$ cat config.mk
export PLATFORM = sky130hd
export DESIGN_NAME = table_driven_six_bit_decoder
export DESIGN_NICKNAME = d
export VERILOG_FILES = /design/src/hdl/sbd_pkg.sv /design/src/hdl/sbd_ram.sv /design/src/hdl/sbd_class_table.sv /design/src/hdl/sbd_decode.sv /design/src/hdl/sbd_out_buf.sv /design/src/hdl/table_driven_six_bit_decoder.sv
export SDC_FILE = /design/constraint.sdc
export NUM_CORES = 2
export LEC_CHECK = 0
export ABC_AREA = 1
export BUFFER_PORTS_ARGS = -buffer_cell sky130_fd_sc_hd__buf_4
export CORE_ASPECT_RATIO = 1.25
export CORE_MARGIN = 2
export CORE_UTILIZATION = 45
export DETAILED_ROUTE_END_ITERATION = 6
export SYNTH_ARGS = -nofsm -noshare
export SYNTH_HDL_FRONTEND = slang
export SYNTH_SLANG_ARGS = --single-unit
$ cat constraint.sdc
create_clock -name aclk -period 2.6 [get_ports aclk]
set_clock_uncertainty 0.05 [all_clocks]
set_input_delay 0.26 -clock aclk [delete_from_list [all_inputs] [get_ports aclk]]
set_output_delay 0.26 -clock aclk [all_outputs]
set_load 0.005 [all_outputs]
$ cat src/hdl/sbd_pkg.sv
// ----------------------------------------------------------------------------
// Six-bit decoder package
// Shared commands, class codes and result types for the six-bit text decoder.
// ----------------------------------------------------------------------------
package sbd_pkg;

    // Depth of the character class table, one entry per character code.
    localparam int TABLE_DEPTH = 256;

    // Request commands.
    localparam logic [1:0] CMD_LOAD    = 2'd0;
    localparam logic [1:0] CMD_DECODE  = 2'd1;
    localparam logic [1:0] CMD_FLUSH   = 2'd2;
    localparam logic [1:0] CMD_RESTART = 2'd3;

    // Class codes held in the table; anything above the pad code is illegal.
    localparam logic [6:0] CLASS_END     = 7'd64;
    localparam logic [6:0] CLASS_PAD     = 7'd65;
    localparam logic [6:0] CLASS_ILLEGAL = 7'd66;

    // Result kinds.
    localparam logic KIND_DATA  = 1'b0;
    localparam logic KIND_ERROR = 1'b1;

    typedef logic [6:0] class_t;

    typedef struct packed {
        logic       kind;
        logic [7:0] data_byte;
    } result_t;

    // Up to three results produced by one request.
    typedef struct packed {
        logic [1:0]        count;
        result_t [2:0]     res;
    } result_group_t;

endpackage

$ cat src/hdl/sbd_ram.sv
// ----------------------------------------------------------------------------
// Generic single-port-write RAM
// One write port and one read port with registered read data.
// ----------------------------------------------------------------------------
module sbd_ram #(
    parameter int WIDTH = 8,
    parameter int DEPTH = 256
) (
    input  logic                     aclk,
    input  logic                     wr_en,
    input  logic [$clog2(DEPTH)-1:0] wr_addr,
    input  logic [WIDTH-1:0]         wr_data,
    input  logic                     rd_en,
    input  logic [$clog2(DEPTH)-1:0] rd_addr,
    output logic [WIDTH-1:0]         rd_data
);

    logic [WIDTH-1:0] mem [DEPTH];
    logic [WIDTH-1:0] rd_data_reg;

    // Storage array and registered read.
    always_ff @(posedge aclk) begin
        if (wr_en) begin
            mem[wr_addr] <= wr_data;
        end
        if (rd_en) begin
            rd_data_reg <= mem[rd_addr];
        end
    end

    assign rd_data = rd_data_reg;

endmodule

$ cat src/hdl/sbd_class_table.sv
// ----------------------------------------------------------------------------
// Character class table
// RAM of class codes with one valid bit per entry; an entry never loaded
// since reset reads as the illegal class.
// ----------------------------------------------------------------------------
module sbd_class_table #(
    parameter int TABLE_DEPTH = sbd_pkg::TABLE_DEPTH
) (
    input  logic                           aclk,
    input  logic                           aresetn,
    input  logic                           wr_en,
    input  logic [$clog2(TABLE_DEPTH)-1:0] wr_addr,
    input  sbd_pkg::class_t                wr_class,
    input  logic                           rd_en,
    input  logic [$clog2(TABLE_DEPTH)-1:0] rd_addr,
    output sbd_pkg::class_t                rd_class
);
    import sbd_pkg::*;

    logic [TABLE_DEPTH-1:0] valid_reg;
    logic                   hit_reg;
    class_t                 ram_q;

    sbd_ram #(
        .WIDTH ($bits(class_t)),
        .DEPTH (TABLE_DEPTH)
    ) u_ram (
        .aclk    (aclk),
        .wr_en   (wr_en),
        .wr_addr (wr_addr),
        .wr_data (wr_class),
        .rd_en   (rd_en),
        .rd_addr (rd_addr),
        .rd_data (ram_q)
    );

    // Valid bits are cleared at reset and set by a load.
    always_ff @(posedge aclk) begin
        if (!aresetn) begin
            valid_reg <= '0;
        end else if (wr_en) begin
            valid_reg[wr_addr] <= 1'b1;
        end
    end

    // The valid bit is sampled alongside the RAM read.
    always_ff @(posedge aclk) begin
        if (!aresetn) begin
            hit_reg <= 1'b0;
        end else if (rd_en) begin
            hit_reg <= valid_reg[rd_addr];
        end
    end

    assign rd_class = hit_reg ? ram_q : CLASS_ILLEGAL;

endmodule

$ cat src/hdl/sbd_decode.sv
// ----------------------------------------------------------------------------
// Six-bit decode stage
// Holds the request whose class has been read, updates the accumulator and
// builds the group of results for that request.
// ----------------------------------------------------------------------------
module sbd_decode (
    input  logic                   aclk,
    input  logic                   aresetn,
    input  logic                   in_accept,
    input  logic [1:0]             in_cmd,
    input  sbd_pkg::class_t        cls,
    input  logic                   out_free,
    output logic                   in_ready,
    output logic                   advance,
    output sbd_pkg::result_group_t group
);
    import sbd_pkg::*;

    logic        valid_reg;
    logic [1:0]  cmd_reg;
    logic [17:0] acc_reg, acc_next;
    logic [1:0]  cnt_reg, cnt_next;
    logic        fin_reg, fin_next;

    logic [23:0]   shifted;
    result_t [2:0] pend;
    logic [1:0]    pend_n;
    result_t       err_res;

    function automatic result_t data_res(input logic [7:0] b);
        result_t r;
        r.kind      = KIND_DATA;
        r.data_byte = b;
        return r;
    endfunction

    assign err_res  = '{kind: KIND_ERROR, data_byte: 8'd0};
    assign advance  = valid_reg && out_free;
    assign in_ready = !valid_reg || out_free;

    // Request register in front of the decode logic.
    always_ff @(posedge aclk) begin
        if (!aresetn) begin
            valid_reg <= 1'b0;
        end else if (in_ready) begin
            valid_reg <= in_accept;
        end
    end

    always_ff @(posedge aclk) begin
        if (in_accept) begin
            cmd_reg <= in_cmd;
        end
    end

    // Bytes held by two or three pending values.
    always_comb begin
        pend   = '0;
        pend_n = 2'd0;
        case (cnt_reg)
            2'd2: begin
                pend[0] = data_res(acc_reg[11:4]);
                pend_n  = 2'd1;
            end
            2'd3: begin
                pend[0] = data_res(acc_reg[17:10]);
                pend[1] = data_res(acc_reg[9:2]);
                pend_n  = 2'd2;
            end
            default: begin
                pend_n = 2'd0;
            end
        endcase
    end

    // Decode of one request: next state and its results.
    always_comb begin
        acc_next    = acc_reg;
        cnt_next    = cnt_reg;
        fin_next    = fin_reg;
        group       = '0;
        shifted     = {acc_reg, cls[5:0]};
        case (cmd_reg)
            CMD_RESTART: begin
                acc_next = '0;
                cnt_next = 2'd0;
                fin_next = 1'b0;
            end
            CMD_FLUSH: begin
                if (!fin_reg) begin
                    group.res   = pend;
                    group.count = pend_n;
                    acc_next    = '0;
                    cnt_next    = 2'd0;
                end
            end
            CMD_DECODE: begin
                if (!fin_reg) begin
                    if (cls < CLASS_END) begin
                        if (cnt_reg == 2'd3) begin
                            group.res[0] = data_res(shifted[23:16]);
                            group.res[1] = data_res(shifted[15:8]);
                            group.res[2] = data_res(shifted[7:0]);
                            group.count  = 2'd3;
                            acc_next     = '0;
                            cnt_next     = 2'd0;
                        end else begin
                            acc_next = shifted[17:0];
                            cnt_next = cnt_reg + 2'd1;
                        end
                    end else begin
                        // End, pad and illegal all finish the run.
                        fin_next = 1'b1;
                        acc_next = '0;
                        cnt_next = 2'd0;
                        if (cls == CLASS_END) begin
                            if (cnt_reg != 2'd0) begin
                                group.res         = pend;
                                group.res[pend_n] = err_res;
                                group.count       = pend_n + 2'd1;
                            end
                        end else if (cls == CLASS_PAD && cnt_reg >= 2'd2) begin
                            group.res   = pend;
                            group.count = pend_n;
                        end else begin
                            group.res[0] = err_res;
                            group.count  = 2'd1;
                        end
                    end
                end
            end
            default: begin
                // Table loads are handled at acceptance.
                group = '0;
            end
        endcase
    end

    // Decoder state.
    always_ff @(posedge aclk) begin
        if (!aresetn) begin
            acc_reg <= '0;
            cnt_reg <= 2'd0;
            fin_reg <= 1'b0;
        end else if (advance) begin
            acc_reg <= acc_next;
            cnt_reg <= cnt_next;
            fin_reg <= fin_next;
        end
    end

    // A finished decoder stays silent until restarted.
    a_finished_silent: assert property (@(posedge aclk) disable iff (!aresetn)
        (valid_reg && fin_reg && (cmd_reg == CMD_DECODE || cmd_reg == CMD_FLUSH))
        |-> group.count == 2'd0)
        else $error("finished decoder produced results");

    // Restart clears the pending count and the finished flag.
    a_restart_clears: assert property (@(posedge aclk) disable iff (!aresetn)
        (advance && cmd_reg == CMD_RESTART) |=> (cnt_reg == 2'd0 && !fin_reg))
        else $error("restart did not clear decoder state");

    // Three results come from a completed group of four values, or from an
    // end mark after three values (two bytes and the error).
    a_full_group: assert property (@(posedge aclk) disable iff (!aresetn)
        (valid_reg && group.count == 2'd3)
        |-> (cmd_reg == CMD_DECODE && cnt_reg == 2'd3 && cls <= CLASS_END))
        else $error("three results without three pending values");

endmodule

$ cat src/hdl/sbd_out_buf.sv
// ----------------------------------------------------------------------------
// Result buffer
// Output register holding up to three results, handed out one per m_ transfer.
// ----------------------------------------------------------------------------
module sbd_out_buf (
    input  logic                   aclk,
    input  logic                   aresetn,
    input  logic                   push,
    input  sbd_pkg::result_group_t group,
    output logic                   free,
    output logic                   m_tvalid,
    input  logic                   m_tready,
    output logic [7:0]             m_tdata,
    output logic                   m_tuser,
    output logic                   m_tlast
);
    import sbd_pkg::*;

    result_t [2:0] entry_reg;
    logic [1:0]    rem_reg;
    logic          pop;

    assign pop  = m_tvalid && m_tready;
    assign free = (rem_reg == 2'd0) || (rem_reg == 2'd1 && m_tready);

    // Remaining result count.
    always_ff @(posedge aclk) begin
        if (!aresetn) begin
            rem_reg <= 2'd0;
        end else if (push) begin
            rem_reg <= group.count;
        end else if (pop) begin
            rem_reg <= rem_reg - 2'd1;
        end
    end

    // Result entries; the head moves down on every delivered result.
    always_ff @(posedge aclk) begin
        if (push) begin
            entry_reg <= group.res;
        end else if (pop) begin
            entry_reg[0] <= entry_reg[1];
            entry_reg[1] <= entry_reg[2];
        end
    end

    assign m_tvalid = rem_reg != 2'd0;
    assign m_tdata  = entry_reg[0].data_byte;
    assign m_tuser  = entry_reg[0].kind;
    assign m_tlast  = rem_reg == 2'd1;

    // A new group only lands once the previous one is fully delivered.
    a_no_overwrite: assert property (@(posedge aclk) disable iff (!aresetn)
        push |-> (rem_reg == 2'd0 || (rem_reg == 2'd1 && pop)))
        else $error("result group overwritten");

    // An error result always closes its group.
    a_error_last: assert property (@(posedge aclk) disable iff (!aresetn)
        (m_tvalid && m_tuser == KIND_ERROR) |-> (m_tlast && m_tdata == 8'd0))
        else $error("error result not final or not zero");

endmodule

$ cat src/hdl/table_driven_six_bit_decoder.sv
// ----------------------------------------------------------------------------
// Table-driven six-bit decoder
// Decodes base64 or uuencode style text through a loadable class table.
//
//   Channel | Direction | tuser          | tdata                         | tlast
//   s_      | in        | cmd[1:0]       | char_code[7:0], class_value   | -
//           |           |                | [14:8], zero [15]             |
//   m_      | out       | kind           | data_byte[7:0]                | last
//
// A request is accepted in any cycle in which the decode stage is free; the
// class table read and the request register load at the accepting edge, and
// the decode logic then fills the result register once it is free, from which
// the first result is offered.
// A request yielding n results holds the result register until all n are sent
// (one result per cycle while m_tready is high), so one request per cycle is
// sustained while each gives at most one result and m_tready stays high.
// Reset clears the table's valid bits at once; no clearing pass is needed.
// Back-pressure on m_ stalls the decode stage and then s_tready.
// ----------------------------------------------------------------------------
module table_driven_six_bit_decoder #(
    parameter int TABLE_DEPTH = sbd_pkg::TABLE_DEPTH
) (
    input  logic        aclk,
    input  logic        aresetn,
    input  logic        s_tvalid,
    output logic        s_tready,
    input  logic [15:0] s_tdata,   // char_code[7:0], class_value[14:8], zero[15]
    input  logic [1:0]  s_tuser,   // cmd[1:0]
    output logic        m_tvalid,
    input  logic        m_tready,
    output logic [7:0]  m_tdata,   // data_byte[7:0]
    output logic        m_tuser,   // kind[0]
    output logic        m_tlast
);
    import sbd_pkg::*;

    localparam int ADDR_W = $clog2(TABLE_DEPTH);

    logic                   in_accept;
    logic [ADDR_W-1:0]      addr;
    class_t                 cls;
    logic                   out_free;
    logic                   advance;
    result_group_t          group;

    assign in_accept = s_tvalid && s_tready;
    assign addr      = s_tdata[ADDR_W-1:0];

    // Class table: loads write at acceptance, every request reads.
    sbd_class_table #(
        .TABLE_DEPTH (TABLE_DEPTH)
    ) u_table (
        .aclk     (aclk),
        .aresetn  (aresetn),
        .wr_en    (in_accept && s_tuser == CMD_LOAD),
        .wr_addr  (addr),
        .wr_class (s_tdata[14:8]),
        .rd_en    (in_accept),
        .rd_addr  (addr),
        .rd_class (cls)
    );

    sbd_decode u_decode (
        .aclk      (aclk),
        .aresetn   (aresetn),
        .in_accept (in_accept),
        .in_cmd    (s_tuser),
        .cls       (cls),
        .out_free  (out_free),
        .in_ready  (s_tready),
        .advance   (advance),
        .group     (group)
    );

    sbd_out_buf u_out (
        .aclk     (aclk),
        .aresetn  (aresetn),
        .push     (advance),
        .group    (group),
        .free     (out_free),
        .m_tvalid (m_tvalid),
        .m_tready (m_tready),
        .m_tdata  (m_tdata),
        .m_tuser  (m_tuser),
        .m_tlast  (m_tlast)
    );

endmodule

-- Word-level counts from Yosys, hierarchy flattened
Memory sizes are Yosys's and may differ from the RTL's. A register that Yosys moved wholly into a read port is not among the register bits.
Cells that the tools add are included.
- register bits after elaboration: 310
- memory bits (writable): 1792
- input bits: 22
- output and inout bits: 12
- logic and storage cells: 97
- memories: 1
- memory list (name ; depth ; width ; rd ports ; clocked after memory_dff ; wr ports ; RTL line ; source):
    u_table.u_ram.mem ; 256 ; 7 ; 1 ; 1 ; 1 ; sbd_ram.sv:18 ; logic [WIDTH-1:0] mem [DEPTH];
- add/subtract/negate cells: 3
- $lt $le $gt $ge: 6
- equal/unequal tests: 10
- multiplexer cells: 39
- bitwise gates (word level): 4
- reductions and logical operators: 20
- operators by type and width (cell ; count):
    $or A256 B256 Y256 ; 1
    $mux W29 ; 6
    $mux W18 ; 6
    $pmux W29 S2 ; 1
    $pmux W18 S3 ; 1
    $and A16 B24 Y24 ; 1
    $not A24 Y24 ; 1
    $demux W9 S2 ; 1
    $mux W9 ; 2
    $mux W8 ; 2
    $pmux W8 S2 ; 1
    $eq A7 B7 Y1 const B ; 2
    $mux W2 ; 7
    $lt A8 B9 Y1 const B ; 1
    $bmux W1 S8 ; 1
    $demux W1 S8 ; 1
    $eq A2 B2 Y1 const B ; 4
    $ge A8 B1 Y1 const B ; 1
    $logic_and A1 B1 Y1 ; 8
    $reduce_bool A2 Y1 ; 4
    $lt A7 B7 Y1 const B ; 1
    $mux W7 ; 1
    $mux W1 ; 6
    $pmux W2 S3 ; 1
    16 further kinds ; 21

-- Longest topological paths before layout
- depth in word-level cells: 14
- mapped depth: 18
- mapped depth without buffers: 15

-- Hierarchy
Synthesis repeated with hierarchy kept, for this count alone.
- cells, all modules: 8152
- area total of the unflattened synthesis: 87238.7 um2
- modules (own cells, without submodules) (module ; times used ; cells each ; area an instance (um2)):
    sbd_ram ; 1 ; 6218 ; 73339.1
    sbd_class_table ; 1 ; 1499 ; 10772.8
    sbd_decode ; 1 ; 310 ; 1829.3
    sbd_out_buf ; 1 ; 119 ; 1275.0
    table_driven_six_bit_decoder ; 1 ; 6 ; 22.5

-- Worst setup path before layout
Ideal clock, no wire load.
- path type: reg2reg
- start point: reg u_out.rem_reg[0]
- end point: mem u_table.u_ram.mem[166][0] (netlist name) (enable)
- library setup time: 368 ps
- arrival time: 1863 ps
- required time: 2182 ps
- slack: 319 ps
- cell stages (with the launch flop): 12
- period minus slack after synthesis: 2281 ps
- cells stage by stage: dfxtp_1 -> ha_1 -> nand2_1 -> nand3_2 -> nand2_2 -> nor3_4 -> inv_2 -> buf_2 -> nor2_1 -> inv_2 -> buf_2 -> nor2_1
- longest elaborated chain between the ends: 8
- ends and longest elaborated chain (element ; RTL line ; source):
    from (decl) ; sbd_out_buf.sv:20 ; logic [1:0] rem_reg;
    from (signal assigned) ; sbd_out_buf.sv:31 ; rem_reg <= group.count;
    from (signal assigned) ; sbd_out_buf.sv:33 ; rem_reg <= rem_reg - 2'd1;
    $eq A2 B1 Y1 ; - ;
    named net m_tlast ; table_driven_six_bit_decoder.sv:33 ; output logic m_tlast
    $logic_and A1 B1 Y1 ; sbd_out_buf.sv:24 ; assign free = (rem_reg == 2'd0) || (rem_reg == 2'd1 && m_tready);
    $logic_or A1 B1 Y1 ; sbd_out_buf.sv:24 ;
    $logic_or A1 B1 Y1 ; sbd_decode.sv:39 ; assign in_ready = !valid_reg || out_free;
    named net s_tready ; table_driven_six_bit_decoder.sv:26 ; output logic s_tready,
    $logic_and A1 B1 Y1 ; table_driven_six_bit_decoder.sv:46 ; assign in_accept = s_tvalid && s_tready;
    $logic_and A1 B1 Y1 ; table_driven_six_bit_decoder.sv:55 ; .wr_en (in_accept && s_tuser == CMD_LOAD),
    $mux W1 ; sbd_ram.sv:23 ; if (wr_en) begin
    $mux W1 (implied by the code) ; sbd_ram.sv:24 ; mem[wr_addr] <= wr_data;
    to (decl) ; sbd_ram.sv:18 ;
The timed path passes the listed nets, and every way through them passes these cells.

==> reports/qor.yml <==
status: "complete, no violations"
gr-usage-all-layers_pct: 25.94
cts_sinks: 2109
netlist_area_um2: 82270
critPathKind: "in -> reg"
antenna_found_initial: 9
cts_buffers: 194
dieHeight_um: 482.0
finalHoldViolCount: 0
crit_arrival_ns: 3.15
setup_tns_ns: 0
dp_hpwl_mm: 155.8
syn_inst: 6751
ant_nets: 0
end_kind: "flop"
finalPower_mw: 70.78
rows: 175
max-slew-margin-rel_pct: 44.23
drt_iter0_markers: 6331
post-place-ws_ns: -0.5635
fillers: 15221
fin_nets: 7394
start_util_pct: 45.27
wl_per_cell_um: 24.60
cts_tree: "built"
fin_ws_ns: 0.1035
grt_max_degree: 93
io_buffers: 32
worstPathMaxFanout: 5
crit_path_start_kind: "input port"
tightestPinTransition_ns: 0.8334
yosys.area.top_type: "edfxtp_1"
core_area_um2: 181700
hold_path.class: "in -> reg"
p_per_area_nw_per_um2: 725.2
whs_ns: 0.06622
grt_setup_unrepaired: "yes"
grt_pass1_vias: 54451
avgViaCountPerCell: 5.558
place_congestion: 0.9093
vdd_drop_max_mv: 0.6594
drive_gt1_share_pct: 15.40
period_needed_ns: 2.496
yosys.area.top_type_share_pct: 66.72
die_area_um2: 186300
yosys-top-cells-area: "edfxtp_1 67%, nand2_1 9.5%, dfxtp_1 6.8%"
final_cell_area_um2: 97590
drv_cap: 0
area_growth_pct: 18.62
cts.clk_slew.worst_paths_ns: 0.06
yosys_warnings: 0
clock_latency_ns: 0.83
drv_slew: 0
grt_overflow: 0
largest_reg_flops: 1792
synth_nets: 6785
cts_buffer_depth: 3
period_share_pct: 96.02
dieWidth_um: 386.4
cts-root-buf: "clkbuf_16"
h-tree-depth: 4
ys_seq_area_share_pct: 73.56
drt-total-wl_mm: 244.2
drc_errors: 0
placed_area_um2: 90740
r2r_slack_ns: 0.12
ios: 34
required_ns: 3.25
drt_pass1_iterations: 5
synth-seq-cells: 2109
grt_first_pass_wirelength_mm: 358.8
setup_viol: 0
syn_avg_cell_area_um2: 12.19
power_leakage_nw: 37.59
cts_setup_buffers: 0
ys_types: 43
fmax_ghz: 0.4006
dr_total_vias: 55171
==> power breakdown <==
part           leakage, nW  switching (mW)  internal, mW
logic                 15.7            3.21          1.48
clock network         3.17            12.6          16.4
registers             18.7           0.102          37.0
total                 37.6            15.9          54.8
==> synth_stat cells (all sizes together) <==
library cell,instances
a32o,1
a211oi,1
o2111ai,1
ha,12
nand2,2099
or2,1
clkbuf,90
clkinv,1
nor3,10
o211ai,1
inv,332
dfxtp,281
a31oi,2
nor4,1
nor3b,2
nand3,25
a32oi,1
a2111oi,1
nor2,590
buf,288
o21ai,304
nand4,99
a22oi,748
edfxtp,1828
a21oi,30
and2,2
==> final cells by class <==
type	instances	area, µm²	share of cell area (%)
diodes	5	12.51	0.01282
clock buffers	283	5497	5.632
clock inverters	86	993.5	1.018
inverters	333	1304	1.336
multi-input cells	3931	18680	19.14
flip-flops and latches	2109	60520	62.01
well taps	2389	2989	3.063
repair buffers	791	7599	7.786
==> logic make-up (layout without fill, tap and decap cells) <==
family | after synthesis | after routing | synth area share (%)
adder cells (fa/ha/maj) | 12 | 12 | 0.1825
flip-flops | 2109 | 2109 | 73.56
buffers and inverters | 711 | 1493 | 3.890
other | 0 | 5 | 0
AND/OR/NAND/NOR | 2829 | 2829 | 13.42
AO/OA/AOI/OAI | 1090 | 1090 | 8.949
==> cell usage in the layout (no fill, tap or decap), types with 24 or more instances in the layout <==
cell type and count:
a21oi_1 30, buf_12 120, edfxtp_1 1828, clkinv_2 37, nand4_1 99, o21ai_0 214
inv_1 296, clkbuf_16 200, dfxtp_1 280, nor2_2 38, clkbuf_1 65, buf_4 630
nor2_1 543, nand3_1 24, nand2_1 2092, o21ai_1 90, a22oi_1 747
==> critical path, cell delays in order <==
cell and delay [ns]:
dlygate4sd3_1 0.53, buf_4 0.18, nor2_1 0.19, inv_1 0.28, nor2_1 0.25, inv_1 0.09, buf_4 0.15, nor2_1 0.65
nor2_1 0.16, nand2_1 0.25, nor2_1 0.07, nand3_1 0.06
==> per-layer routing <==
layer  track usage (%)  part of all wire (%)
met2             43.48                    49
met1             33.91                    40
met4             10.63                   4.1
met5                 0                 0.029
met3             4.037                   7.6
==> stage by stage <==
step                      utilization (%)  cells
after floorplan                         -   6751
after CTS                           53.58   9922
final                               53.70   9927
after global routing                53.69   9923
after detailed placement            49.93   9538
after global placement              49.93   9538
==> what timing repair did <==
item | in CTS | in global routing
resized for setup | 0 | 71
setup endpoints to repair | 0 | 480
endpoints found under the hold margin | 341 | 0
hold buffers | 15 | 0
==> path summary, 6_finish.rpt <==
check / cells past startpoint / end / startpoint
worst max-delay path: 12 / u_table.u_ram.rd_data[6] / s_tdata[7]
worst min-delay path: 1 / u_table.u_ram.mem[50][0] / s_tdata[8]
worst max register to register: 12 / u_table.u_ram.mem[233][1] / u_out.rem_reg[1]
worst min register to register: 2 / u_table.valid_reg[227] / u_table.valid_reg[227]
(Power assumes the default switching activity.)
